`src/rtl/lhq_pkg.sv`:
```
// shared types, constants and a helper for the log2 latency histogram
package lhq_pkg;

  localparam int NUM_BUCKETS = 32;
  localparam int BIDX_W      = $clog2(NUM_BUCKETS);
  localparam int BOUND_SHIFT = 10;
  localparam int FRAC_W      = 17;
  localparam int QDEPTH      = 4;
  localparam int QPTR_W      = $clog2(QDEPTH);

  localparam logic [FRAC_W-1:0] FRAC_ONE = FRAC_W'(65536);
  localparam logic [BIDX_W-1:0] LAST_BUCKET = BIDX_W'(NUM_BUCKETS - 1);

  typedef enum logic {
    REQ_RECORD = 1'b0,
    REQ_QUERY  = 1'b1
  } req_e;

  typedef struct packed {
    req_e              kind;
    logic [BIDX_W-1:0] bucket;
    logic [63:0]       latency;
    logic [FRAC_W-1:0] frac;
  } entry_t;

  function automatic logic [63:0] bound_of(input logic [BIDX_W-1:0] idx);
    logic [63:0] b;
    if (32'(idx) + 1 >= NUM_BUCKETS) begin
      b = '1;
    end else begin
      b = 64'(1) << (32'(idx) + BOUND_SHIFT);
    end
    return b;
  endfunction

endpackage

```
`src/rtl/lhq_front.sv`:
```
// front end: takes input beats, finds the bucket and saturates the quantile
module lhq_front (
  input  logic                   in_valid_i,
  output logic                   in_stall_o,
  input  logic                   req_type_i,
  input  logic [63:0]            latency_ns_i,
  input  logic [16:0]            quantile_frac_i,
  input  logic                   q_full_i,
  output logic                   push_o,
  output lhq_pkg::entry_t        push_entry_o
);
  import lhq_pkg::*;

  logic [BIDX_W-1:0] bucket;
  logic [FRAC_W-1:0] frac_sat;

  always_comb begin
    bucket = '0;
    for (int i = 0; i < NUM_BUCKETS - 1; i++) begin
      if ((latency_ns_i >> (i + BOUND_SHIFT)) != 64'd0) begin
        bucket = BIDX_W'(i + 1);
      end
    end
  end

  assign frac_sat = (quantile_frac_i > FRAC_ONE) ? FRAC_ONE : quantile_frac_i;

  assign in_stall_o = q_full_i;
  assign push_o     = in_valid_i && !q_full_i;

  always_comb begin
    push_entry_o.kind    = req_type_i ? REQ_QUERY : REQ_RECORD;
    push_entry_o.bucket  = bucket;
    push_entry_o.latency = latency_ns_i;
    push_entry_o.frac    = frac_sat;
  end

endmodule

```
`config.mk`:
```
export PLATFORM = sky130hd
export DESIGN_NAME = lhq_front
export DESIGN_NICKNAME = d
export VERILOG_FILES = /design/src/rtl/lhq_pkg.sv /design/src/rtl/lhq_front.sv
export SDC_FILE = /design/constraint.sdc
export NUM_CORES = 1
export LEC_CHECK = 0
export BUFFER_PORTS_ARGS = -buffer_cell sky130_fd_sc_hd__buf_2
export CAP_MARGIN = 20
export CORE_AREA = 2 2 66 68
export DETAILED_ROUTE_END_ITERATION = 10
export DIE_AREA = 0 0 68 70
export MAX_ROUTING_LAYER = met4
export PLACE_DENSITY = 0.8
export SLEW_MARGIN = 20
export SYNTH_ARGS = -nofsm -noshare
export SYNTH_HDL_FRONTEND = slang
export SYNTH_SLANG_ARGS = --single-unit
```
`constraint.sdc`:
```
create_clock -name vclk -period 7.6
set_input_delay 2.28 -clock vclk [all_inputs]
set_output_delay 2.28 -clock vclk [all_outputs]
set_load 0.02 [all_outputs]
```
==> results.toml <==
[run_status]
status = "complete, no violations"

[drt]
vias_per_cell = 4.52
drtIter0Drc = 39
vias = 1343
wirelength_um = 3500
drt-pass1-iter-count = 4
ant_nets = 0
wire_per_inst_um = 11.8
route.detailed.drc = 0

[global_routing]
grt_start_max_net_pins = 11
grt_antenna_before_repair = 0
overflow = 0
grt_pass1_vias = 1227
grt_usage = 0.135
grt_first_pass_wirelength_um = 5120

[die]
fp-row-count = 24
core_mm2 = 0.00414
initial_core_util = 0.256
ios = 173
die_h_um = 70
dieWidth_um = 68
die-area_mm2 = 0.00476

[power]
leakagePower_uw = 0.000752
p_per_area_mw_per_mm2 = 61.5
ir_drop_v = 0.0000348

[timing]
rsz0062_at_grt = "no"
min_period_over_period = 0.857
timing.setup.tns_ps = 0
hold_viol_final = 0
fin_crit_ps = 6510
fmax_mhz = 154
relSlewSlack = 0.458
worst_pin_slew_ps = 803
slew_viol_final = 0
report.final.setup_viol = 0

[logic_synthesis]
synth-compound-area-share = 0.120
synthCells = 161
synthMuxAreaShare = 0
ys_warn_count = 0
seq_area_frac_synth = 0
synth_fa_ha_area_frac = 0
synth_top_family_by_area = "buffers and inverters"
synth_nets = 245
synth_area_mm2 = 0.00106
syn_avg_cell_area_um2 = 6.60
yosys.area_share.xor_xnor = 0
synthSimpleGateAreaFrac = 0.385
synth_cell_types = 29

[worst_setup_path]
crit_path_end_kind = "primary output"
cp_max_fo = 4
crit_path_start_kind = "primary input"
worstSetupStartpoint = "latency_ns_i[31]"
setup.worst_path.end = "push_entry_o[82]"
arrival_ps = 4230
worstPathRequired_ps = 5320
critPathKind = "primary input to primary output"

[layout]
fin_nets = 331
seq_cells = 0
fillCellCount = 470
diodes = 0
syn2layout_area_growth_pct = 30.3
clock_buffers = 0
stdcell_area_mm2 = 0.00138
drive_gt1_frac = 0.633
seq_area_um2 = 0

[clock_network]
cts-resized-gates = 0
postCtsSetupRepairBufs = 0
holdBufCountCts = 0

[run]
max-cap-violations = 0

[place]
gp_congestion = 0.831
io_buffer_count = 151
place_area_mm2 = 0.00138
post-dp-hpwl_um = 3250

[min_path]
hold_path_class = "primary input to primary output"
==> synthesized netlist by cell type (all sizes together) <==
library cell | instances | share of area
nor4 | 12 | 0.071
nor2b | 17 | 0.10
clkbuf | 1 | 0.0035
a2111oi | 2 | 0.018
o22ai | 1 | 0.0059
nand2 | 3 | 0.011
inv | 7 | 0.025
o211ai | 2 | 0.014
nand3 | 1 | 0.0047
o21bai | 1 | 0.0071
nand4 | 1 | 0.0059
nor3 | 6 | 0.038
a41oi | 1 | 0.0082
a31oi | 2 | 0.012
a21oi | 4 | 0.019
nor2 | 14 | 0.049
o32a | 1 | 0.0094
nand2b | 3 | 0.018
o311ai | 1 | 0.0082
o21ai | 4 | 0.019
or4 | 4 | 0.028
or3 | 3 | 0.027
and4 | 2 | 0.016
buf | 66 | 0.47
nor4b | 2 | 0.016
==> layout by cell type (no fill, tap or decap), types with 2 or more instances in the layout <==
cell	instances
nor4_1	12
buf_2	151
nand2b_1	3
or4_1	4
nor2b_1	17
inv_1	7
o211ai_1	2
nand2_1	3
nor3_2	2
nor4b_1	2
a31oi_1	2
nor2_1	14
and4_1	2
a21oi_1	4
or3_4	2
nor3_1	4
o21ai_0	3
==> how the worst min path moves through the flow <==
| stage | cells past startpoint | endpoint | slack, ps | start |
|---|---|---|---|---|
| 2_1_floorplan | 1 | push_entry_o[0] | 4640 | quantile_frac_i[16] |
| 4_1_cts | 0 | push_entry_o[19] | 4560 | latency_ns_i[2] |
| 5_1_grt | 0 | push_entry_o[24] | 4560 | latency_ns_i[7] |
| 3_3_place_gp | 0 | push_entry_o[19] | 4560 | latency_ns_i[2] |
| 6_report | 0 | push_entry_o[24] | 4560 | latency_ns_i[7] |
| 3_5_place_dp | 0 | push_entry_o[19] | 4560 | latency_ns_i[2] |
==> worst max-delay path, cell delays in order <==
cell and delay, ps:
buf_2 120, or3_4 400, or3_4 360, nor3_2 190
o21ai_1 110, a2111oi_1 410, o32a_1 180, buf_2 160
==> per-stage QoR <==
stage	hold slack (ps)	instances	worst slack, ps	power, uW	util
final	4560	297	1090	85.1	0.334
after global routing	4560	297	857	91.7	0.334
after CTS	4560	297	1090	85.8	0.334
after detailed placement	4560	297	1090	85.5	0.334
after global placement	4560	297	1160	84.8	0.334
after floorplan	4640	161	1360	68.2	-
==> layout make-up <==
type                            count  area (um^2)  share of cell area
Multi-Input combinational cell     87          537               0.388
Timing Repair Buffer              151          756               0.546
Inverter                            7         26.3              0.0190
Tap cell                           52         65.1              0.0470
==> cells by family after synthesis <==
logic type	after synthesis
compound gates	19
buf+inv	74
simple gates	68
==> layer usage <==
metal,share of wire,wire [um],track usage
met4,0.0088,31,0.0111
met2,0.52,1810,0.259
met1,0.39,1350,0.157
met5,0,0,-
met3,0.088,308,0.00322
==> power breakdown <==
part / switching, uW / internal (uW) / total, uW / leakage (uW)
registers: 0 / 0 / 0 / 0
clock network: 0 / 0 / 0 / 0
logic: 52.3 / 32.9 / 85.1 / 0.000752
Note: power is estimated with default switching activity, not from simulation.
