### src/rtl/lhq_pkg.sv
// shared types, constants and a helper for the log2 latency histogram
package lhq_pkg;

  localparam int NUM_BUCKETS = 32;
  localparam int BIDX_W      = $clog2(NUM_BUCKETS);
  localparam int BOUND_SHIFT = 10;
  localparam int FRAC_W      = 17;
  localparam int QDEPTH      = 4;
  localparam int QPTR_W      = $clog2(QDEPTH);

  localparam logic [FRAC_W-1:0] FRAC_ONE = FRAC_W'(65536);
  localparam logic [BIDX_W-1:0] LAST_BUCKET = BIDX_W'(NUM_BUCKETS - 1);

  typedef enum logic {
    REQ_RECORD = 1'b0,
    REQ_QUERY  = 1'b1
  } req_e;

  typedef struct packed {
    req_e              kind;
    logic [BIDX_W-1:0] bucket;
    logic [63:0]       latency;
    logic [FRAC_W-1:0] frac;
  } entry_t;

  function automatic logic [63:0] bound_of(input logic [BIDX_W-1:0] idx);
    logic [63:0] b;
    if (32'(idx) + 1 >= NUM_BUCKETS) begin
      b = '1;
    end else begin
      b = 64'(1) << (32'(idx) + BOUND_SHIFT);
    end
    return b;
  endfunction

endpackage

### src/rtl/lhq_queue.sv
// short fifo between the front end and the histogram engine
module lhq_queue (
  input  logic            clk_i,
  input  logic            rst_ni,
  input  logic            push_i,
  input  lhq_pkg::entry_t push_entry_i,
  output logic            full_o,
  input  logic            pop_i,
  output logic            head_valid_o,
  output lhq_pkg::entry_t head_o
);
  import lhq_pkg::*;

  entry_t              mem_q [QDEPTH];
  logic [QPTR_W-1:0]   wr_ptr_q, wr_ptr_d;
  logic [QPTR_W-1:0]   rd_ptr_q, rd_ptr_d;
  logic [QPTR_W:0]     count_q, count_d;
  logic                do_push, do_pop;

  assign full_o       = (count_q == (QPTR_W + 1)'(QDEPTH));
  assign head_valid_o = (count_q != '0);
  assign head_o       = mem_q[rd_ptr_q];
  assign do_push      = push_i && !full_o;
  assign do_pop       = pop_i && head_valid_o;

  always_comb begin
    wr_ptr_d = do_push ? wr_ptr_q + QPTR_W'(1) : wr_ptr_q;
    rd_ptr_d = do_pop ? rd_ptr_q + QPTR_W'(1) : rd_ptr_q;
    count_d  = count_q;
    if (do_push && !do_pop) begin
      count_d = count_q + (QPTR_W + 1)'(1);
    end else if (do_pop && !do_push) begin
      count_d = count_q - (QPTR_W + 1)'(1);
    end
  end

  always_ff @(posedge clk_i or negedge rst_ni) begin
    if (!rst_ni) begin
      wr_ptr_q <= '0;
      rd_ptr_q <= '0;
      count_q  <= '0;
    end else begin
      wr_ptr_q <= wr_ptr_d;
      rd_ptr_q <= rd_ptr_d;
      count_q  <= count_d;
    end
  end

  always_ff @(posedge clk_i) begin
    if (do_push) begin
      mem_q[wr_ptr_q] <= push_entry_i;
    end
  end

endmodule

### config.mk
export PLATFORM = sky130hd
export DESIGN_NAME = lhq_queue
export DESIGN_NICKNAME = d
export VERILOG_FILES = /design/src/rtl/lhq_pkg.sv /design/src/rtl/lhq_queue.sv
export SDC_FILE = /design/constraint.sdc
export NUM_CORES = 1
export LEC_CHECK = 0
export BUFFER_PORTS_ARGS = -buffer_cell sky130_fd_sc_hd__buf_2
export CAP_MARGIN = 20
export CORE_AREA = 4 4 152 184
export CTS_BUF_LIST = sky130_fd_sc_hd__clkbuf_8
export DETAILED_ROUTE_END_ITERATION = 7
export DIE_AREA = 0 0 156 188
export PLACE_DENSITY_LB_ADDON = 0.15
export REMOVE_ABC_BUFFERS = 1
export SYNTH_ARGS = -nofsm -noshare
export SYNTH_HDL_FRONTEND = slang
export SYNTH_SLANG_ARGS = --single-unit
### constraint.sdc
create_clock -name clk_i -period 5.7 [get_ports clk_i]
set_input_delay 0.57 -clock clk_i [delete_from_list [all_inputs] [get_ports clk_i]]
set_output_delay 0.57 -clock clk_i [all_outputs]
set_load 0.05 [all_outputs]
==> results of run 1 <==
kinds of logic after synthesis:
logic type / count (synthesis)
multiplexers: 89
AND/OR/NAND/NOR: 10
adder cells (fa/ha/maj): 6
buffers and inverters: 24
XOR/XNOR: 6
flip-flops: 355
metal layers:
metal  up-vias  GRT usage
met5         -          0
met4         4    0.05726
met3        45    0.03924
met2       171     0.2887
met1      3059     0.2082
li1       2555          -
Yosys cell counts (all sizes together):
master | number | area share
edfxtp | 348 | 0.81
mux4 | 87 | 0.15
buf | 16 | 0.0096
dfrtp | 7 | 0.014
clkbuf | 5 | 0.0014
ha | 5 | 0.0048
and2 | 4 | 0.0019
xnor2 | 4 | 0.0027
inv | 3 | 0.00087
mux2 | 2 | 0.0017
xor2 | 2 | 0.0014
fa | 1 | 0.0015
nand2 | 1 | 0.00029
nand3 | 1 | 0.00039
nor2 | 1 | 0.00029
nor2b | 1 | 0.00048
nor3b | 1 | 0.00097
or3 | 1 | 0.00048
registers in the layout, indices dropped and copies added, names as in the netlist:
| register | count |
|---|---|
| count_q | 3 |
| wr_ptr_q | 2 |
| mem_q | 348 |
| rd_ptr_q | 2 |
critical path: stages (launching register included):
cell	delay [ns]
dfrtp_4	1.05
buf_12	0.42
mux4_2	0.59
buf_2	0.23
area by class of cell:
type | instances | area [um^2] | area share
clock buffers | 55 | 757.0 | 0.04970
clock inverters | 42 | 252.7 | 0.01659
flip-flops and latches | 355 | 10630 | 0.6981
diodes | 2 | 5.005 | 0.0003286
repair buffers | 186 | 963.4 | 0.06325
inverters | 3 | 11.26 | 0.0007393
multi-input cells | 111 | 2190 | 0.1438
well taps | 335 | 419.2 | 0.02752
stage by stage:
step	utilization	hold slack, ns	setup WS (ns)	total power [uW]	std cells
6_report	0.5834	0.2120	2.207	9088	1089
5_1_grt	0.5833	0.1700	1.899	9523	1088
3_3_place_gp	0.5442	0.4130	2.694	7240	989
2_1_floorplan	-	0.2744	0.8654	6479	469
4_1_cts	0.5832	0.1547	2.025	9254	1087
3_5_place_dp	0.5442	0.4177	2.682	7293	989
how the worst min path moves through the flow:
stage	slack (ns)	to	start	cells after the start
after floorplan	0.27	count_q[0]	rst_ni	0
after global placement	0.41	wr_ptr_q[1]	rst_ni	1
after detailed placement	0.42	wr_ptr_q[1]	rst_ni	1
after CTS	0.15	mem_q[1][34]	push_entry_i[34]	1
after global routing	0.17	mem_q[0][53]	push_entry_i[53]	1
final	0.21	mem_q[0][64]	push_entry_i[64]	1
report_power, final:
part / switching [uW] / internal, uW
logic: 2380 / 1030
clock network: 908 / 1030
registers: 276 / 3460
total: 3570 / 5520
==> results.cfg, run 1 <==
[place]
dp_hpwl_um = 14210
dpl_cell_area_mm2 = 0.01421
port_buffers = 179
place_congestion = 0.6923

[routing]
vias_per_cell = 5.357
routed_wl_um = 24050
wl_met3_um = 1408
met2_length_um = 12840
wl_met1_um = 9228
first_pass_iters = 4
antenna_left = 0
highest_layer = met5
drc = 0
drt_iter0_drc = 261
num_vias = 5834
wire_per_inst_um = 22.08

[power_and_ir_drop]
powerDensity_mw_per_mm2 = 596.7
p_leak_uw = 0.005243
ir_drop_mv = 0.3947

[clocking]
clk_latency_ns = 0.57
clk_pin_slew_ns = 0.06
cts_setup_buffers = 0
cts_sinks = 355
cts_tree = yes
holdBufCountCts = 1
post_cts_resized = 0
clock_path_buffers = 3
h-tree-depth = 2
cts_buffers = 54
cts-root-buf = clkbuf_8

[floorplan]
die_w_um = 156
die-area_mm2 = 0.02933
start_util = 0.4964
core_area_mm2 = 0.02611
io_pins = 180
die_height_um = 188
row_count = 65

[cells_and_area]
finish.instance_area_mm2 = 0.01523
fillers = 1950
drive_above_1_share = 0.4628
area_growth_syn_to_layout_pct = 17.53
fin_nets = 808
final_common_cell = edfxtp_1
layout_common_cells = edfxtp_1, buf_2, mux4_2

[timing]
period_share = 0.6129
fin_setup_tns_ns = 0
setup_viol = 0
rsz0062_at_grt = false
finClkSkew_ns = 0.01697
hold_violations = 0
slew_viol_final = 0
fmax_mhz = 286.3
worst_pin_slew_ns = 0.9715
relSlewSlack = 0.3523
fin_crit_ns = 3.493

[synthesis]
yosys.area_share.simple = 0.004828
synth.distinct_cells = 22
synthCells = 490
yosys_warnings = 0
synth_top_family_by_area = multiplexers
synth_adder_area_share = 0.006373
muxShareOfSynthArea = 0.1529
syn_area_per_cell_um2 = 26.45
synthXorXnorAreaFrac = 0.004055
syn-cell-area_mm2 = 0.01296
synth-seq-cells = 355
synth-compound-area-share = 0
seq_area_frac_synth = 0.8199

[global_route]
grt_pass1_vias = 6591
grt_pass1_wl_um = 37230
antenna_found_initial = 3
grt_overflow = 0
grt_use_total = 0.1673
grt_max_degree = 60

[worst_hold_path]
hp-class = in2reg

[critical_path]
startpoint = rd_ptr_q[0]
r2r_start = count_q[2]
ff2ff_path_depth = 4
required_ns = 5.13
path_class = reg2out
r2r-end = mem_q[3][48]
worstSetupEndpoint = head_o[31]
r2r_slack_ns = 2.89
cp-start-kind = flop
worstPathArrival_ns = 2.92
crit_path_end_kind = output port
cp_max_fo = 45

[status]
status = complete, no violations

[job]
cap_viol_max_count = 0
Power figures use the tool's default switching activity.
==> inputs of run 2 (changes only) <==
ABC_AREA = 1   (was unset)
CORE_AREA = 4 4 160 193   (was 4 4 152 184)
DIE_AREA = 0 0 164 197   (was 0 0 156 188)
clock period = 3.3 ns   (was 5.7 ns; I/O delays follow)
==> results.cfg, run 2 <==
[clocking]
clk_latency_ns = 0.56
cts_sinks = 355
cts_buffers = 53
cts-root-buf = clkbuf_8
cts_tree = yes
h-tree-depth = 2
cts_setup_buffers = 0
clock_path_buffers = 3
clk_pin_slew_ns = 0.06

[cells_and_area]
largest_reg_flops = 348
drive_above_1_share = 0.1900
area_growth_syn_to_layout_pct = 21.52
layout_common_cells = edfxtp_1, nand2_1, inv_1
final_common_cell = edfxtp_1
num_antenna_cells = 0
regMostFlops = mem_q
fin_util = 0.6026
fin_nets = 1457
top_regs = mem_q (348), count_q (3)

[synthesis]
yosysMostFrequentCell = edfxtp_1
muxShareOfSynthArea = 0
synth_top_area_cell = edfxtp_1
synth_top_family_by_area = compound AO/OA/AOI/OAI gates
synthXorXnorAreaFrac = 0.0006141
synth_common_cells = edfxtp_1, nand2_1, inv_1
seq_area_frac_synth = 0.7450
syn-cell-area_mm2 = 0.01426
synth_adder_area_share = 0.005790
yosys_warnings = 0
synth-edff-count = 348
synth-seq-cells = 355
yosysTopAreaCellShare = 0.7328
synth-compound-area-share = 0.09195
synth.distinct_cells = 19
synthCells = 1075
yosys.area_share.simple = 0.07738
syn_area_per_cell_um2 = 13.27
synthFlopType = edfxtp_1
synthTopCellsByArea = edfxtp_1, o211ai_1, nand2_1
async_flop_share = 0.01972

[global_route]
grt_pass1_vias = 8610
grt_max_degree = 100
grt_pass1_wl_um = 44310
grt_overflow = 0
antenna_found_initial = 0
grt_use_total = 0.1748

[critical_path]
cp_max_fo = 31
crit_path_end_kind = output port
required_ns = 2.97
path_class = reg2out
worstPathArrival_ns = 2.46
cp-start-kind = flop

[floorplan]
die_height_um = 197
core_area_mm2 = 0.02876
die_w_um = 164
die-area_mm2 = 0.03231
start_util = 0.4959
row_count = 68
io_pins = 180

[place]
port_buffers = 179
place_congestion = 0.7283
dp_hpwl_um = 16260

[timing]
fmax_mhz = 357.8
worst_pin_slew_ns = 0.5640
finClkSkew_ns = 0.009187
slew_viol_final = 0
relSlewSlack = 0.6240
rsz0062_at_grt = false
period_share = 0.8469
setup_viol = 0
hold_violations = 0
whs_ns = 0.1306
fin_crit_ns = 2.795
fin_setup_tns_ns = 0

[power_and_ir_drop]
ir_drop_mv = 0.6441
finalPower_uw = 16730
p_leak_uw = 0.007091
powerDensity_mw_per_mm2 = 965.2

[routing]
wl_met1_um = 11400
routed_wl_um = 28280
drt_iter0_drc = 517
first_pass_iters = 6
num_vias = 8709
drc = 0
vias_per_cell = 4.893
wire_per_inst_um = 15.89
met2_length_um = 14630
highest_layer = met4
wl_met3_um = 1498
antenna_left = 0

[job]
cap_viol_max_count = 0

[worst_hold_path]
hp-class = in2async

[status]
status = complete, no violations
==> run 2: cell count changes in the layout (fill, tap and decap cells not counted), moves of 5 or more <==
cell and delta:
buf_12 +7, buf_4 +5, clkinv_1 -7, dlygate4sd3_1 +89
inv_1 +191, mux4_2 -87, nand2_1 +278, nand3_1 +6
o211ai_1 +174
==> run 2: per-stage QoR <==
stage | setup slack (ns) | std cells | cell area, um^2
floorplan | -1.585 | 1018 | 13850
global placement | 1.062 | 1600 | 15500
detailed placement | 1.071 | 1600 | 15500
CTS | 0.4332 | 1780 | 17330
global route | 0.3000 | 1780 | 17330
finish | 0.5053 | 1780 | 17330
==> run 2: final cells by class <==
class	instances	area, um^2
clock inverters	37	198.9
fillers	2351	11430
well taps	385	481.7
repair buffers	287	2032
clock buffers	53	729.5
flip-flops and latches	355	10630
multi-input cells	473	2536
inverters	190	723.2
==> run 2: worst paths after layout <==
check	slack, ns	depth (start not counted)	start	end
setup / recovery	0.51	5	rd_ptr_q[1]	head_o[12]
max in group asynchronous	2.99	2	rst_ni	rd_ptr_q[1]
hold / removal	0.13	2	rst_ni	count_q[2]
hold reg to reg	0.49	2	count_q[2]	count_q[2]
setup reg to reg	1.13	9	count_q[0]	count_q[1]
min in group clk_i	0.49	2	count_q[2]	count_q[2]
==> run 2: critical path: stages (launching register included) <==
cell,delay (ns)
dfrtp_4,0.63
inv_4,0.37
buf_4,0.39
o211ai_1,0.14
nand2_1,0.08
buf_2,0.27
==> run 2: logic make-up (layout without fill, tap and decap cells) <==
group / after synthesis / count (layout)
DFF: 355 / 355
and+or+nand+nor: 291 / 291
buffers and inverters: 247 / 567
AOI/OAI and AO/OA: 175 / 175
adders and majority gates: 6 / 6
xor gates and xnor gates: 1 / 1
==> run 2: timing repair <==
| action | CTS | global route |
|---|---|---|
| hold endpoints to repair | 358 | 0 |
| resized for setup | 0 | 0 |
| hold buffers | 90 | 0 |
==> run 2: power breakdown <==
part / switching (uW) / leakage, uW / total (uW) / internal (uW)
clock network: 1540 / 0.000550 / 3180 / 1640
registers: 248 / 0.00327 / 6170 / 5930
logic: 5680 / 0.00327 / 7380 / 1700
==> run 2: per-layer routing <==
layer  up-vias  global-route usage
li1       4330                   -
met5         -                   0
met2       193              0.3116
met3        60             0.03869
met1      4126              0.2102
met4         0             0.05842
